--- config.mk ---
export PLATFORM = sky130hd
export DESIGN_NAME = dec_sqrt
export DESIGN_NICKNAME = d
export VERILOG_FILES = /design/src/hw/rtl/dec_pkg.sv /design/src/hw/rtl/dec_sqrt.sv
export SDC_FILE = /design/constraint.sdc
export NUM_CORES = 2
export LEC_CHECK = 0
export ABC_CLOCK_PERIOD_IN_PS = 3860
export BUFFER_PORTS_ARGS = -buffer_cell sky130_fd_sc_hd__buf_4
export CAP_MARGIN = 5
export CORE_MARGIN = 3
export CORE_UTILIZATION = 30
export CTS_CLUSTER_DIAMETER = 40
export DETAILED_ROUTE_END_ITERATION = 8
export GPL_TIMING_DRIVEN = 0
export PLACE_DENSITY = 0.52
export SYNTH_ARGS = -nofsm -noshare
export SYNTH_HDL_FRONTEND = slang
export SYNTH_SLANG_ARGS = --single-unit
export TNS_END_PERCENT = 50
--- constraint.sdc ---
create_clock -name i_clk -period 3.86 [get_ports i_clk]
set_clock_uncertainty 0.05 [all_clocks]
set_input_delay 0.772 -clock i_clk [delete_from_list [all_inputs] [get_ports i_clk]]
set_output_delay 0.772 -clock i_clk [all_outputs]
set_load 0.02 [all_outputs]
--- src/hw/rtl/dec_pkg.sv ---
package dec_pkg;

    localparam int WORD_W   = 32;
    localparam int FRAC     = 16;
    localparam int RAD_W    = WORD_W - 1;
    localparam int NRM_W    = FRAC + 2;
    localparam int ROT_W    = WORD_W + 3;
    localparam int Q_W      = WORD_W + 2;
    localparam int SAT_W    = ROT_W + 3;
    localparam int DIV_Q    = WORD_W + 1;
    localparam int DIV_D    = ROT_W + 1;
    localparam int DIV_R    = DIV_D + 1;
    localparam int DIV_N    = ROT_W + FRAC + 1;
    localparam int SQ_W     = 2 * WORD_W;
    localparam int SQ_STEPS = WORD_W;
    localparam int SQ_REM   = WORD_W + 4;
    localparam int LONG_LAT = DIV_Q;

    localparam logic signed [NRM_W-1:0] NRM_ONE = {2'b01, {FRAC{1'b0}}};

    typedef logic signed [WORD_W-1:0] t_word;
    typedef logic signed [NRM_W-1:0]  t_nrm;
    typedef logic signed [ROT_W-1:0]  t_rot;

    typedef struct packed {
        t_word              p1x;
        t_word              p1y;
        t_word              v1x;
        t_word              v1y;
        t_word              v2x;
        t_word              v2y;
        logic [WORD_W-1:0]  s;
        logic               hit;
        logic               sx;
        logic               sy;
        logic [WORD_W-1:0]  adx;
        logic [WORD_W-1:0]  ady;
        logic [WORD_W-1:0]  dlen;
        t_nrm               nx;
        t_nrm               ny;
        t_rot               a;
        t_rot               b;
        t_rot               t1;
        t_rot               t2;
        logic               skip;
    } t_item;

    typedef struct packed {
        logic   collided;
        t_word  npx;
        t_word  npy;
        t_word  nv1x;
        t_word  nv1y;
        t_word  nv2x;
        t_word  nv2y;
        logic   skipped;
    } t_res;

    function automatic t_word sat_word(input logic signed [SAT_W-1:0] x);
        logic [SAT_W-WORD_W:0] top;
        top = x[SAT_W-1:WORD_W-1];
        if (top == '0 || top == '1) begin
            return t_word'(x[WORD_W-1:0]);
        end else if (x[SAT_W-1]) begin
            return {1'b1, {(WORD_W-1){1'b0}}};
        end else begin
            return {1'b0, {(WORD_W-1){1'b1}}};
        end
    endfunction

endpackage

--- src/hw/rtl/dec_sqrt.sv ---
module dec_sqrt import dec_pkg::*; (
    input  logic                i_clk,
    input  logic                i_en,
    input  logic [SQ_W-1:0]     i_rad,
    output logic [WORD_W-1:0]   o_root
);

    logic [SQ_REM-1:0] r_rem  [SQ_STEPS];
    logic [SQ_W-1:0]   r_bits [SQ_STEPS];
    logic [WORD_W-1:0] r_root [SQ_STEPS];
    logic [SQ_REM-1:0] n_rem  [SQ_STEPS];
    logic [SQ_W-1:0]   n_bits [SQ_STEPS];
    logic [WORD_W-1:0] n_root [SQ_STEPS];
    logic [WORD_W-1:0] r_out;

    always_comb begin
        logic [SQ_REM-1:0] rem;
        logic [SQ_REM-1:0] trial;
        logic [SQ_W-1:0]   bits;
        logic [WORD_W-1:0] root;
        for (int j = 0; j < SQ_STEPS; j++) begin
            if (j == 0) begin
                rem  = '0;
                bits = i_rad;
                root = '0;
            end else begin
                rem  = r_rem[j-1];
                bits = r_bits[j-1];
                root = r_root[j-1];
            end
            rem   = {rem[SQ_REM-3:0], bits[SQ_W-1:SQ_W-2]};
            trial = SQ_REM'({root, 2'b01});
            if (rem >= trial) begin
                rem  = rem - trial;
                root = {root[WORD_W-2:0], 1'b1};
            end else begin
                root = {root[WORD_W-2:0], 1'b0};
            end
            n_rem[j]  = rem;
            n_bits[j] = {bits[SQ_W-3:0], 2'b00};
            n_root[j] = root;
        end
    end

    always_ff @(posedge i_clk) begin
        if (i_en) begin
            r_rem  <= n_rem;
            r_bits <= n_bits;
            r_root <= n_root;
            r_out  <= r_root[SQ_STEPS-1];
        end
    end

    assign o_root = r_out;

endmodule

==> impl_metrics.py <==
metrics = {
    "sta": {
        "maxSlewViolCount": 0,
        "hold_violations": 0,
        "timing.slew.headroom_pct": 12.75,
        "setup_violations": 0,
        "setup_tns_ps": 0,
        "fin_crit_sh_pct": 97.30,
        "rsz0062_at_grt": "true",
        "worst_slew_pin_slew_ps": 1297,
        "worst_slack_ps": 104.4,
        "fmax_mhz": 266.3,
        "timing.hold.ws_ps": 342.1,
        "min_period_ps": 3756,
    },
    "yosys": {
        "ys_warn_count": 0,
        "yosys_register_bits": 2555,
        "async_flop_share_pct": 0,
        "syn-cell-area_um2": 117700,
        "synth_area_per_cell_um2": 13.10,
        "seq_area_frac_synth_pct": 65.17,
        "synth_ff_type": "edfxtp_1",
        "synth_cells": 8989,
        "ys_types": 91,
        "synth-edff-count": 2555,
        "synth_nets": 9617,
    },
    "finish": {
        "final_cell_mix": "2555 x edfxtp_1, 708 x inv_1, 631 x nand2_1",
        "layout_commonest_cell": "edfxtp_1",
        "drive_gt1_share_pct": 11.38,
        "area_growth_pct": 20.39,
        "final_cells": 15180,
        "nets": 10240,
        "postLayoutCoreUtil_pct": 36.35,
    },
    "global_route": {
        "use_met1_pct": 15.38,
        "grt.busiest_layer": "met2",
        "met2_usage_pct": 19.44,
        "antenna_found_initial": 3,
        "first_global_vias": 72290,
        "grt_max_degree": 195,
        "grt_pass1_wl_um": 392600,
        "gr-usage-met3_pct": 2.100,
        "overflow": 0,
        "grt_usage_pct": 12.01,
    },
    "floorplan": {
        "die_h_um": 632.5,
        "fp.dieW_um": 632.5,
        "core_um2": 390000,
        "die_area_um2": 400000,
        "io_pins": 98,
        "num_rows": 229,
        "start_util_pct": 30.19,
    },
    "route": {
        "ant_nets": 0,
        "dr.pass1.iters": 6,
        "routed_via_density": 4.700,
        "wirelength_um": 248400,
        "drt_iter0_markers": 4611,
        "wl_per_cell_um": 16.36,
        "vias": 71350,
        "drc": 0,
    },
    "clock_network": {
        "cts_buffers": 426,
        "htree_levels": 5,
        "tritoncts": "done",
        "clkSinkCount": 2555,
        "root_buffer": "clkbuf_16",
        "clkSlewWorstSetupHoldPaths_ps": 50,
        "clk_latency_ps": 950,
        "cts_buffer_depth": 4,
    },
    "place": {
        "dp_slack_ps": -1409,
        "gp_congestion": 0.9196,
        "dp_hpwl_um": 173400,
        "portBuffers": 97,
        "dp.cells": 14300,
    },
    "pwr": {
        "leakage_nw": 53.64,
        "power_density_nw_per_um2": 638.4,
        "ir_drop_mv": 0.4426,
    },
    "critical_path": {
        "end_kind": "flop",
        "cp-start-kind": "flop",
        "rrSetupSlack_ps": 100,
        "reg2reg_from": "r_rem[92]$_DFFE_PP_",
        "critical_path_peak_fanout": 5,
        "r2r_cells": 13,
        "critPathLaunch": "r_rem[92]$_DFFE_PP_",
        "setup.worst_path.class": "flop to flop",
        "worstReg2RegEnd": "r_rem[40]$_DFFE_PP_",
        "required_ps": 4430,
        "crit_arrival_ps": 4330,
    },
    "min_path": {
        "hold_path_depth": 0,
        "hold_start": "n_bits[1656]$_DFFE_PP_",
        "min_path_type": "flop to flop",
        "hold_end": "n_bits[1594]$_DFFE_PP_",
    },
    "status": {
        "status": "complete, no violations",
    },
    "run": {
        "cap_viol_max_count": 0,
    },
}
==> state kept, by name (all words and copies together), names as in the netlist <==
name    flops
n_bits    930
r_root    528
r_bits     62
o_root     32
r_rem    1003
==> timing repair <==
| action | in CTS | in global routing |
|---|---|---|
| setup buffers | 5 | 16 |
| pin swaps | 3 | 16 |
| endpoints found under the hold margin | 64 | 0 |
| gates resized for setup | 89 | 115 |
| endpoints found under the setup margin | 588 | 469 |
| gates cloned | 2 | 0 |
| hold buffers | 64 | 0 |
==> cell usage after synthesis (all sizes together), types with 26 or more instances <==
library cell     n  area, um2
nand2b          89      556.8
and3            51      319.1
nor4           130      850.8
o21a           106      795.8
nand2          635       2389
nor3           220       1101
a21boi          26      195.2
nor2b           82      513.0
a21oi          533       2668
or2             44      275.3
nand4          103      650.6
a31oi           46      287.8
and2            27      168.9
or3             82      513.0
or4             51      405.4
a21o           262       1967
o31ai           52      390.4
buf             40      196.4
o21ai          483       2417
clkbuf         132      496.7
mux2            52      585.6
ha             562       7032
o21bai          58      435.4
inv            709       2661
edfxtp        2555      76720
xor2           423       3705
nand3          125      630.6
nor2           533       2001
xnor2          425       3722
a211oi          43      322.8
==> where the power goes <==
group	internal, mW	switching [mW]	total (mW)
registers	35.0	2.24	37.3
logic	6.33	8.83	15.2
clock network	24.2	13.9	38.1
==> layout make-up <==
class,instances,area [um2]
Fill cell,36780,248200
Multi-Input combinational cell,5553,38340
Buffer,167,747.0
Timing Repair Buffer,200,2042
Antenna cell,3,7.507
Clock inverter,329,3841
Sequential cell,2555,76720
Inverter,709,2661
Tap cell,5197,6502
Clock buffer,467,10880
==> worst max path at each step <==
stage / end / slack [ps]
final: r_rem[40]$_DFFE_PP_ / 100
after CTS: r_rem[709]$_DFFE_PP_ / -50
after global placement: r_root[124]$_DFFE_PP_ / -21180
after floorplan: r_rem[54]$_DFFE_PP_ / 450
after detailed placement: r_root[155]$_DFFE_PP_ / -1410
after global routing: r_rem[212]$_DFFE_PP_ / -60
==> through the flow <==
step / area (um2) / total power [mW]
after floorplan: 117700 / 47.65
after global placement: 125000 / 53.25
after detailed placement: 125400 / 52.35
after CTS: 141200 / 91.51
after global routing: 141700 / 95.20
final: 141700 / 90.49
==> worst max-delay path, stage by stage (launching register included) <==
cell,delay (ps)
edfxtp_1,410
ha_2,420
nand4_1,290
nor4_4,300
o2111ai_1,190
o21ai_2,350
o41ai_2,90
buf_4,160
o21ai_2,230
a311oi_2,160
nand2_2,140
buf_4,180
buf_4,160
mux2_2,330
==> cell families (layout without fill, tap and decap cells) <==
family / after synthesis / in the layout / share of synthesized area (%)
adder cells (fa/ha/maj): 562 / 562 / 5.973
multiplexers: 66 / 66 / 0.6164
other: 1 / 4 / 0.003185
AND/OR/NAND/NOR: 2272 / 2272 / 9.533
AO/OA/AOI/OAI: 1804 / 1804 / 9.551
buffers and inverters: 881 / 1872 / 2.849
flip-flops: 2555 / 2555 / 65.17
XOR/XNOR: 848 / 848 / 6.308
==> metal layers <==
metal,vias to the layer above,wire [um]
met1,34190,110100
li1,34730,-
met3,685,11790
met4,0,12680
met2,1745,113800
met5,-,0
Power figures use the tool's default switching activity.
